`config.mk`:
```
export PLATFORM = sky130hd
export DESIGN_NAME = run_mode_command_queue
export DESIGN_NICKNAME = d
export VERILOG_FILES = /design/src/rmcq_pkg.sv /design/src/run_mode_command_queue.sv /design/src/rmcq_cell.sv
export SDC_FILE = /design/constraint.sdc
export NUM_CORES = 1
export LEC_CHECK = 0
export ABC_AREA = 0
export BUFFER_PORTS_ARGS = -buffer_cell sky130_fd_sc_hd__buf_2
export CAP_MARGIN = 20
export CELL_PAD_IN_SITES_DETAIL_PLACEMENT = 1
export CELL_PAD_IN_SITES_GLOBAL_PLACEMENT = 1
export CORE_UTILIZATION = 53
export CTS_CLUSTER_DIAMETER = 40
export DETAILED_ROUTE_END_ITERATION = 10
export GPL_ROUTABILITY_DRIVEN = 1
export PLACE_DENSITY = 0.82
export SLEW_MARGIN = 20
export SYNTH_ARGS = -nofsm -noshare
export SYNTH_HDL_FRONTEND = slang
export SYNTH_SLANG_ARGS = --single-unit
```
`constraint.sdc`:
```
create_clock -name clk -period 5 [get_ports clk]
set_input_delay 1 -clock clk [delete_from_list [all_inputs] [get_ports clk]]
set_output_delay 1 -clock clk [all_outputs]
set_load 0.01 [all_outputs]
```
`src/rmcq_pkg.sv`:
```
package rmcq_pkg;

  // default number of queue cells
  localparam int QUEUE_DEPTH_DEF = 16;

  // operation codes
  typedef enum logic [1:0] {
    OP_SET_MODE = 2'd0,
    OP_STEP     = 2'd1,
    OP_DEQUEUE  = 2'd2,
    OP_NONE     = 2'd3
  } op_t;

  // last reject reason codes
  typedef enum logic [1:0] {
    REASON_NONE    = 2'd0,
    REASON_INVALID = 2'd1,
    REASON_FULL    = 2'd2,
    REASON_STEP    = 2'd3
  } reason_t;

  // run mode codes
  localparam logic [1:0] MODE_NORMAL  = 2'd0;
  localparam logic [1:0] MODE_STEP    = 2'd1;
  localparam logic [1:0] MODE_INVALID = 2'd3;

  // command kinds
  localparam logic KIND_SET  = 1'b0;
  localparam logic KIND_STEP = 1'b1;

  // one queued command
  typedef struct packed {
    logic        kind;
    logic [1:0]  mode;
    logic [31:0] time_us;
    logic [31:0] tag;
  } entry_t;

  // per-cell control from the queue controller
  typedef struct packed {
    logic load;
    logic shift;
  } cell_ctrl_t;

endpackage

```
`src/run_mode_command_queue.sv`:
```
// channel  | handshake             | fields
// ---------+-----------------------+---------------------------------------------------
// item in  | start && !busy        | operation, mode_request, time_us, request_tag
// result   | done (one-cycle pulse)| ok, reject_reason, out_kind, out_mode, out_time_us,
//          |                       | out_tag, fill_level, fill_peak, requested_total,
//          |                       | accepted_total, rejected_total
//
// one item per cycle: busy stays low, the result is registered and shows in the cycle after the accepting edge
// the queue is a row of QUEUE_DEPTH cells; the head cell is read directly, a pop shifts
// every cell toward the head in the same cycle, a push loads the cell at the fill level
// rst is synchronous; it clears pointers, counters, mode and reason, not the cell contents
// the receiver cannot stall: each result is shown for exactly one cycle
module run_mode_command_queue #(
  parameter int QUEUE_DEPTH = rmcq_pkg::QUEUE_DEPTH_DEF
) (
  input  logic        clk,
  input  logic        rst,
  input  logic        start,
  input  logic [1:0]  operation,
  input  logic [1:0]  mode_request,
  input  logic [31:0] time_us,
  input  logic [31:0] request_tag,
  output logic        busy,
  output logic        done,
  output logic        ok,
  output logic [1:0]  reject_reason,
  output logic        out_kind,
  output logic [1:0]  out_mode,
  output logic [31:0] out_time_us,
  output logic [31:0] out_tag,
  output logic [4:0]  fill_level,
  output logic [4:0]  fill_peak,
  output logic [31:0] requested_total,
  output logic [31:0] accepted_total,
  output logic [31:0] rejected_total
);
  import rmcq_pkg::*;

  localparam int LW = $clog2(QUEUE_DEPTH + 1);

  // state registers
  logic [LW-1:0] level, level_next;
  logic [LW-1:0] peak_level, peak_level_next;
  logic [1:0]    wanted_mode, wanted_mode_next;
  reason_t       last_reason, last_reason_next;
  logic [31:0]   req_count, req_count_next;
  logic [31:0]   acc_count, acc_count_next;
  logic [31:0]   rej_count, rej_count_next;

  // result registers
  logic          ok_next;
  entry_t        out_entry, out_entry_next;

  // queue control
  logic          accept;
  logic          is_full;
  logic          push;
  logic          pop;
  entry_t        push_entry;
  entry_t        cell_data [QUEUE_DEPTH];

  // the queue never holds off an item
  assign busy    = 1'b0;
  assign accept  = start && !busy;
  assign is_full = (level == LW'(QUEUE_DEPTH));

  always_comb begin
    level_next       = level;
    wanted_mode_next = wanted_mode;
    last_reason_next = last_reason;
    req_count_next   = req_count;
    acc_count_next   = acc_count;
    rej_count_next   = rej_count;
    push             = 1'b0;
    pop              = 1'b0;
    ok_next          = 1'b0;
    out_entry_next   = '0;
    push_entry       = '{kind: KIND_SET, mode: mode_request, time_us: time_us,
                         tag: request_tag};
    if (accept) begin
      case (op_t'(operation))
        OP_SET_MODE: begin
          req_count_next = req_count + 32'd1;
          // mode check comes before the room check
          if (mode_request == MODE_INVALID) begin
            rej_count_next   = rej_count + 32'd1;
            last_reason_next = REASON_INVALID;
          end else if (is_full) begin
            rej_count_next   = rej_count + 32'd1;
            last_reason_next = REASON_FULL;
          end else begin
            push             = 1'b1;
            wanted_mode_next = mode_request;
            acc_count_next   = acc_count + 32'd1;
            last_reason_next = REASON_NONE;
            ok_next          = 1'b1;
          end
        end
        OP_STEP: begin
          req_count_next = req_count + 32'd1;
          push_entry.kind = KIND_STEP;
          push_entry.mode = MODE_NORMAL;
          // step needs step mode, whatever the fill level
          if (wanted_mode != MODE_STEP) begin
            rej_count_next   = rej_count + 32'd1;
            last_reason_next = REASON_STEP;
          end else if (is_full) begin
            rej_count_next   = rej_count + 32'd1;
            last_reason_next = REASON_FULL;
          end else begin
            push             = 1'b1;
            acc_count_next   = acc_count + 32'd1;
            last_reason_next = REASON_NONE;
            ok_next          = 1'b1;
          end
        end
        OP_DEQUEUE: begin
          // empty queue: no change, ok stays low
          if (level != '0) begin
            pop            = 1'b1;
            ok_next        = 1'b1;
            out_entry_next = cell_data[0];
          end
        end
        default: begin
          // unused code: item ignored
        end
      endcase
    end
    if (push) begin
      level_next = level + LW'(1);
    end else if (pop) begin
      level_next = level - LW'(1);
    end
    peak_level_next = (level_next > peak_level) ? level_next : peak_level;
  end

  always_ff @(posedge clk) begin
    if (rst) begin
      level       <= '0;
      peak_level  <= '0;
      wanted_mode <= MODE_NORMAL;
      last_reason <= REASON_NONE;
      req_count   <= '0;
      acc_count   <= '0;
      rej_count   <= '0;
      done        <= 1'b0;
      ok          <= 1'b0;
    end else begin
      level       <= level_next;
      peak_level  <= peak_level_next;
      wanted_mode <= wanted_mode_next;
      last_reason <= last_reason_next;
      req_count   <= req_count_next;
      acc_count   <= acc_count_next;
      rej_count   <= rej_count_next;
      done        <= accept;
      ok          <= ok_next;
    end
  end

  // dequeued command payload
  always_ff @(posedge clk) begin
    out_entry <= out_entry_next;
  end

  // row of cells, cell 0 is the oldest command
  for (genvar i = 0; i < QUEUE_DEPTH; i++) begin : g_cell
    cell_ctrl_t ctrl;
    entry_t     next_data;

    assign ctrl.load  = push && (level == LW'(i));
    assign ctrl.shift = pop;

    if (i == QUEUE_DEPTH - 1) begin : g_tail
      assign next_data = cell_data[i];
    end else begin : g_body
      assign next_data = cell_data[i+1];
    end

    rmcq_cell u_cell (
      .clk       (clk),
      .ctrl      (ctrl),
      .load_data (push_entry),
      .next_data (next_data),
      .data      (cell_data[i])
    );
  end

  // state registers already hold the post-item values during the result cycle
  assign reject_reason   = last_reason;
  assign out_kind        = out_entry.kind;
  assign out_mode        = out_entry.mode;
  assign out_time_us     = out_entry.time_us;
  assign out_tag         = out_entry.tag;
  assign fill_level      = 5'(level);
  assign fill_peak       = 5'(peak_level);
  assign requested_total = req_count;
  assign accepted_total  = acc_count;
  assign rejected_total  = rej_count;

`ifndef SYNTHESIS
  // fill level stays within the row of cells
  a_level_bound: assert property (@(posedge clk) disable iff (rst)
    level <= LW'(QUEUE_DEPTH))
    else $error("queue level beyond depth");

  // peak never falls below the current level
  a_peak_ge_level: assert property (@(posedge clk) disable iff (rst)
    peak_level >= level)
    else $error("peak below level");

  // every request is either accepted or rejected
  a_count_sum: assert property (@(posedge clk) disable iff (rst)
    req_count == acc_count + rej_count)
    else $error("request counters out of balance");

  // one result for each accepted item, in the following cycle
  a_done_follows: assert property (@(posedge clk) disable iff (rst)
    accept |=> done)
    else $error("missing result strobe");

  // a pop from an empty queue reports failure
  a_empty_pop: assert property (@(posedge clk) disable iff (rst)
    (accept && operation == OP_DEQUEUE && level == '0) |=> (!ok && fill_level == 5'd0))
    else $error("pop from empty queue reported ok");

  // a cell never loads and shifts at once
  a_push_pop_excl: assert property (@(posedge clk) disable iff (rst)
    !(push && pop))
    else $error("push and pop in one cycle");
`endif

endmodule

```
`src/rmcq_cell.sv`:
```
module rmcq_cell (
  input  logic                clk,
  input  rmcq_pkg::cell_ctrl_t ctrl,
  input  rmcq_pkg::entry_t    load_data,
  input  rmcq_pkg::entry_t    next_data,
  output rmcq_pkg::entry_t    data
);
  import rmcq_pkg::*;

  // load a new command, or take the neighbor's on a pop
  always_ff @(posedge clk) begin
    if (ctrl.load) begin
      data <= load_data;
    end else if (ctrl.shift) begin
      data <= next_data;
    end
  end

endmodule
```
# Word level (Yosys, flattened, before mapping)
# Index checks and enable logic that the tools add are counted.
[totals]
ram_bits = 0
n_memories = 0
romBits = 0
elab_cells = 205
reg_bits = 1251
output_inout_bits = 178
latchBits = 0
in_bits = 71
[classes]
bitwise = 3
mul = 0
n_mux = 55
n_eq_ne = 22
n_addsub = 5
n_reduce_logical = 42
div_mod_pow = 0
magnitude_cmp = 1
shift = 0
[op_table]
columns = ["operator", "n"]
rows = [
  ["67-bit two-way mux", 30],
  ["32-bit two-way mux", 6],
  ["32-bit one-hot mux with 2 select lines", 2],
  ["32-bit by 1-bit adder with 32-bit output, second input constant", 3],
  ["5-bit by 4-bit == test with 1-bit output, second input constant", 8],
  ["2-bit nonzero test", 16],
  ["5-bit by 3-bit == test with 1-bit output, second input constant", 4],
  ["1-bit logical AND", 16],
  ["5-bit by 2-bit == test with 1-bit output, second input constant", 2],
  ["5-bit two-way mux", 2],
  ["4-bit AND reduction", 2],
  ["1-bit two-way mux", 7],
  ["2-bit two-way mux", 3],
  ["3-bit two-way mux", 2],
  ["5-bit by 1-bit adder with 5-bit output, second input constant", 1],
  ["5-bit by 1-bit == test with 1-bit output, second input constant", 1],
  ["5-bit == test, second input constant", 1],
  ["5-bit greater-than comparator", 1],
  ["5-bit logical NOT", 1],
  ["5-bit nonzero test", 1],
  ["5-bit by 1-bit subtractor with 5-bit output, second input constant", 1],
  ["2-bit == test, second input constant", 2],
  ["2-bit != test, second input constant", 2],
  ["2-bit one-hot mux with 2 select lines", 1],
  ["9 further kinds", 13],
]

# Logic depth before layout (Yosys ltp)
[logic_depth]
depth_word = 7
depth_mapped = 16
ltp_nobuf = 13

# Hierarchy
# A second synthesis with hierarchy kept.
[unflattened]
cells_unflattened = 3111
hier_area_um2 = 54034.3
[by_module_without_submodules]
columns = ["mod", "area_each_um2", "cells_each", "seq_area_each_um2", "n_inst"]
rows = [
  ["rmcq_cell", 2909.0, 143, 2011.9, 16],
  ["run_mode_command_queue", 7489.7, 823, 3583.4, 1],
]

# Worst setup path after synthesis
# Ideal clock, no wire load.
[synth_path]
kind = "input -> register"
startpoint = "in mode_request[1]"
endpoint = "reg g_cell[11].u_cell.data[0] (netlist bit) (enable)"
path_stages = 7
path_buffers = 3
arrival_ns = 3.551
setup_slack_ns = 1.022
cell_sequence = "and3b_1 -> a211oi_1 -> buf_4 -> buf_6 -> nand3_4 -> clkbuf_1 -> nand2_1"
[synth_between]
elab_chain_cells = 6
[synth_lines]
columns = ["item", "line", "source"]
rows = [
  ["start, declared", "run_mode_command_queue.sv:20", "input logic [1:0] mode_request,"],
  ["2-bit == test", "run_mode_command_queue.sv:85", "if (mode_request == MODE_INVALID) begin"],
  ["1-bit two-way mux", "run_mode_command_queue.sv:85", ""],
  ["1-bit one-hot mux with 2 select lines", "run_mode_command_queue.sv:81", "case (op_t'(operation))"],
  ["1-bit two-way mux", "run_mode_command_queue.sv:80", "if (accept) begin"],
  ["1-bit logical AND", "run_mode_command_queue.sv:172", "assign ctrl.load = push && (level == LW'(i));"],
  ["2-bit nonzero test (no line)", "-", ""],
  ["end signal, assigned", "rmcq_cell.sv:13", "data <= load_data;"],
  ["end signal, assigned", "rmcq_cell.sv:15", "data <= next_data;"],
  ["end, declared", "rmcq_cell.sv:6", "output rmcq_pkg::entry_t data"],
]
# Every way passes these cells.
# A chain may end at the register's enable or synchronous reset.

# Worst setup path in the final report
[layout_path]
startpoint = "reg level[0], in the netlist fill_level[0]"
endpoint = "reg peak_level[4], in the netlist fill_peak[4]"
[layout_between]
elab_chain_cells = 7
[layout_lines]
columns = ["item", "line", "source"]
rows = [
  ["start, declared", "run_mode_command_queue.sv:42", "logic [LW-1:0] level, level_next;"],
  ["start signal, assigned", "run_mode_command_queue.sv:150", "level <= level_next;"],
  ["5-bit == test or 5-bit nonzero test (tied branches)", "run_mode_command_queue.sv:65, run_mode_command_queue.sv:119", ""],
  ["1-bit two-way mux, on equally long branches", "run_mode_command_queue.sv:88, run_mode_command_queue.sv:107, run_mode_command_queue.sv:119", ""],
  ["1-bit two-way mux, on equally long branches", "run_mode_command_queue.sv:104, run_mode_command_queue.sv:81, run_mode_command_queue.sv:85", ""],
  ["1-bit one-hot mux with 2 select lines or 1-bit two-way mux (tied branches)", "run_mode_command_queue.sv:81, run_mode_command_queue.sv:80", ""],
  ["1-bit two-way mux or 5-bit two-way mux (tied branches)", "run_mode_command_queue.sv:80, run_mode_command_queue.sv:132", ""],
  ["5-bit two-way mux (*)", "run_mode_command_queue.sv:130", "if (push) begin"],
  ["net level_next[3]", "run_mode_command_queue.sv:42", ""],
  ["5-bit greater-than comparator (*)", "run_mode_command_queue.sv:135", "peak_level_next = (level_next > peak_level) ? level_next : peak_level;"],
  ["end signal, assigned", "run_mode_command_queue.sv:151", "peak_level <= peak_level_next;"],
  ["end, declared", "run_mode_command_queue.sv:43", "logic [LW-1:0] peak_level, peak_level_next;"],
]
# Mark *: on every way through the listed nets, which the timed path passes. The rest lies on a longest branch.

==> out/summary.txt <==
DP HPWL: 76,500 um
Max Transition Viols Final: 0
Power Density: 408 nW/um^2
Pleak: 20.9 nW
first-pass GRT wire length: 208,000 um
crit path DAT: 5.00 ns
die area: 98,700 sq um
Synth Cell Area: 51,600 sq um
Filler Cells Inserted: 8,511
DRT antenna net count: 0
vias per cell: 6.09
RSZ-0062 raised after global routing: false
effective utilization at floorplan: 53.5%
Yosys warnings: 0
vias in the first global route: 31,473
Layout Nets: 3,459
clk_skew: 0.0295 ns
worst-margin pin slew: 1.16 ns
largest net degree at the start of global routing: 106
routed len/inst: 29.0 um
total CTS buffers: 154
CTS tree: built
Mapped Nets: 3,213
setup violators final: 0
setup slack after layout: 0.628 ns
worst skew pair latency: 0.76 ns
Synth area leaders: edfxtp_1 (62%), mux2_2 (13%), mux2_1 (7.5%)
Post-Place Setup Slack: 0.712 ns
share of cells above drive strength 1: 34.5%
fmax: 0.229 GHz
Tot Pwr: 24.4 mW
Max-slew headroom: 22.6%
Max stage delay on crit path: 0.70 ns
Min Clock Period, post-route: 4.37 ns
Port-buffer cells: 247
PostCTS Resize Cnt: 0
number of synthesized register bits: 1,251
synthesized instance count: 3,128
max cap viols: 0
Antenna diodes: 0
post-synthesis sequential area ratio: 69.3%
clock sink total: 1,251
hold buffers post-CTS: 0
WP data required: 5.63 ns
Root Driver: clkbuf_16
initial antenna violation count: 1
syn avg cell area: 16.5 sq um
leading area contributor after synthesis: edfxtp_1
Worst path slowest cell: nor4b_1
worst vdd rail ir drop: 0.273 mV
CTS Buffer Depth: 3
ys flop type: edfxtp_1
Synth top area share: 62.3%
Post-synth EDFFs: 1,072
crit start category: register
core area: 96,600 sq um
Setup CP Type: register to register
Hold Crit Class: register to register
status: finished clean
Row Count: 114
CP Cell Sequence: inv_1 -> ha_1 -> nor4b_1 -> nor2_1 -> a32oi_1 -> xor2_1 -> inv_1 -> ha_1 -> nand4_1 -> mux2i_1 -> a21oi_1 -> buf_4 -> or4b_1 -> o311ai_0
Syn-to-layout area delta: 15.8%
CP max FO: 11
Overflow after GRT: 0
Synth cell types: 59
Residual DRC: 0
I/O pin total: 249
post-CTS setup buffers: 0
Async S/R FF share, synth: 0%
1st-iter DRT viols: 2,432
drt pass-1 iters: 5
Total Routing Usage GR: 28.3%
CTS H-tree depth: 4
area occupied by multi-input gates: 15,100 sq um
Die W: 314 um
clock slew at reported path FFs: 0.06 ns
Placer Congestion: 0.858
Final Hold Viols: 0
register area: 35,800 sq um
crit end category: register
detailed-route via count: 29,095
Post-Route WL: 138,000 um
Die H: 314 um
post-route clock period utilization: 87.4%
setup tns final: 0 ns
==> path summary, 6_finish.rpt <==
| path | start | to | slack (ns) | cells past startpoint |
|---|---|---|---|---|
| setup / recovery | fill_level[0]$_SDFF_PP0_ | fill_peak[4]$_SDFFE_PP0N_ | 0.63 | 14 |
| hold / removal | g_cell[0].u_cell.data[65]$_DFFE_PP_ | out_mode[1]$_SDFF_PN0_ | 0.43 | 1 |
| setup reg to reg | fill_level[0]$_SDFF_PP0_ | fill_peak[4]$_SDFFE_PP0N_ | 0.63 | 14 |
| hold reg to reg | g_cell[0].u_cell.data[65]$_DFFE_PP_ | out_mode[1]$_SDFF_PN0_ | 0.43 | 1 |
==> state kept, by name, indices dropped and copies added, names as in the netlist <==
name / count
accepted_total: 32
fill_peak: 5
out_tag: 32
reject_reason: 2
out_kind: 1
out_time_us: 32
rejected_total: 32
fill_level: 5
wanted_mode: 2
requested_total: 32
ok: 1
done: 1
out_mode: 2
g_cell.u_cell.data: 1072
==> cell usage after synthesis (2+ instances only) <==
library cell	n
ha_1	14
and4_1	6
xor2_1	41
mux2_2	614
a21oi_1	48
a2111oi_0	2
buf_2	87
nand2b_1	5
nand2_1	103
or2_2	2
o21ai_0	71
inv_1	26
edfxtp_1	1072
o211ai_1	4
dfxtp_1	179
buf_1	18
buf_4	3
nand3_4	6
nor4_1	8
mux2_1	346
nor2_1	81
and3_1	10
a32oi_1	2
xnor2_1	17
nor3_1	8
nand3_1	39
and2_1	76
or4_1	13
o2111ai_1	4
clkbuf_1	107
nand4_1	35
or3_1	22
o31ai_1	14
a211oi_1	6
nor2b_1	6
o21ai_1	2
mux2i_1	8
nor3b_2	2
==> where the power goes <==
part	switching, mW	internal (mW)
clock	4.62	7.25
sequential	0.0877	11.5
combinational	0.633	0.270
==> routing by layer <==
layer	GRT usage (%)	share of wire (%)	routed length, um
met2	48.3	51	70400
met1	36.8	41	56600
met3	4.98	6.0	8260
met5	0	0	0
met4	8.47	2.3	3200
==> stage by stage <==
stage / hold slack (ns) / instance area, sq um / utilization [%] / std cells
after floorplan: 0.420 / 51600 / - / 3128
after global placement: 0.426 / 54400 / 56.3 / 4493
after detailed placement: 0.432 / 54400 / 56.3 / 4493
after CTS: 0.439 / 59800 / 61.9 / 4773
after global routing: 0.455 / 59800 / 62.0 / 4774
final: 0.434 / 59800 / 62.0 / 4774
==> cells in the final DEF (no fill, tap or decap), types with 17 or more instances in the layout <==
cell | synthesis | routed
edfxtp_1 | 1072 | 1072
mux2_2 | 614 | 614
mux2_1 | 346 | 346
buf_2 | 87 | 246
dfxtp_1 | 179 | 179
clkbuf_16 | 0 | 158
nand2_1 | 103 | 88
nor2_1 | 81 | 81
and2_1 | 76 | 76
o21ai_0 | 71 | 71
a21oi_1 | 48 | 48
buf_4 | 3 | 43
xor2_1 | 41 | 41
nand4_1 | 35 | 35
nand3_1 | 39 | 31
inv_1 | 26 | 26
bufinv_16 | 0 | 26
or3_1 | 22 | 22
clkbuf_1 | 107 | 21
xnor2_1 | 17 | 17
==> area by class of cell <==
type,instances,share of cell area (%)
clock buffer,183,6.83
clock inverter,97,2.22
inverter,26,0.163
multi-input combinational,1635,25.2
sequential,1251,59.8
tap,1276,2.67
timing repair buffer,306,3.12
==> critical path, delay by kind of cell, from the launching register on <==
family                   cells  cell delay, ns
AO/OA/AOI/OAI                3            0.56
XOR/XNOR                     1            0.33
adder cells (fa/ha/maj)      2            0.89
buffers and inverters        3            0.49
flip-flops                   1            0.36
multiplexers                 1            0.09
AND/OR/NAND/NOR              4            1.53
==> logic make-up (layout without fill, tap and decap cells) <==
kind of cell / count (synthesis) / count (layout) / synth area share, %
DFF: 1251 / 1251 / 69.3
muxes: 968 / 968 / 21.1
and+or+nand+nor: 431 / 431 / 4.49
buffers and inverters: 242 / 612 / 2.01
AOI/OAI and AO/OA: 163 / 163 / 1.82
xor gates and xnor gates: 58 / 58 / 0.984
adders and majority gates: 14 / 14 / 0.339
other: 1 / 1 / 0.00726
Power figures use the tool's default switching activity.
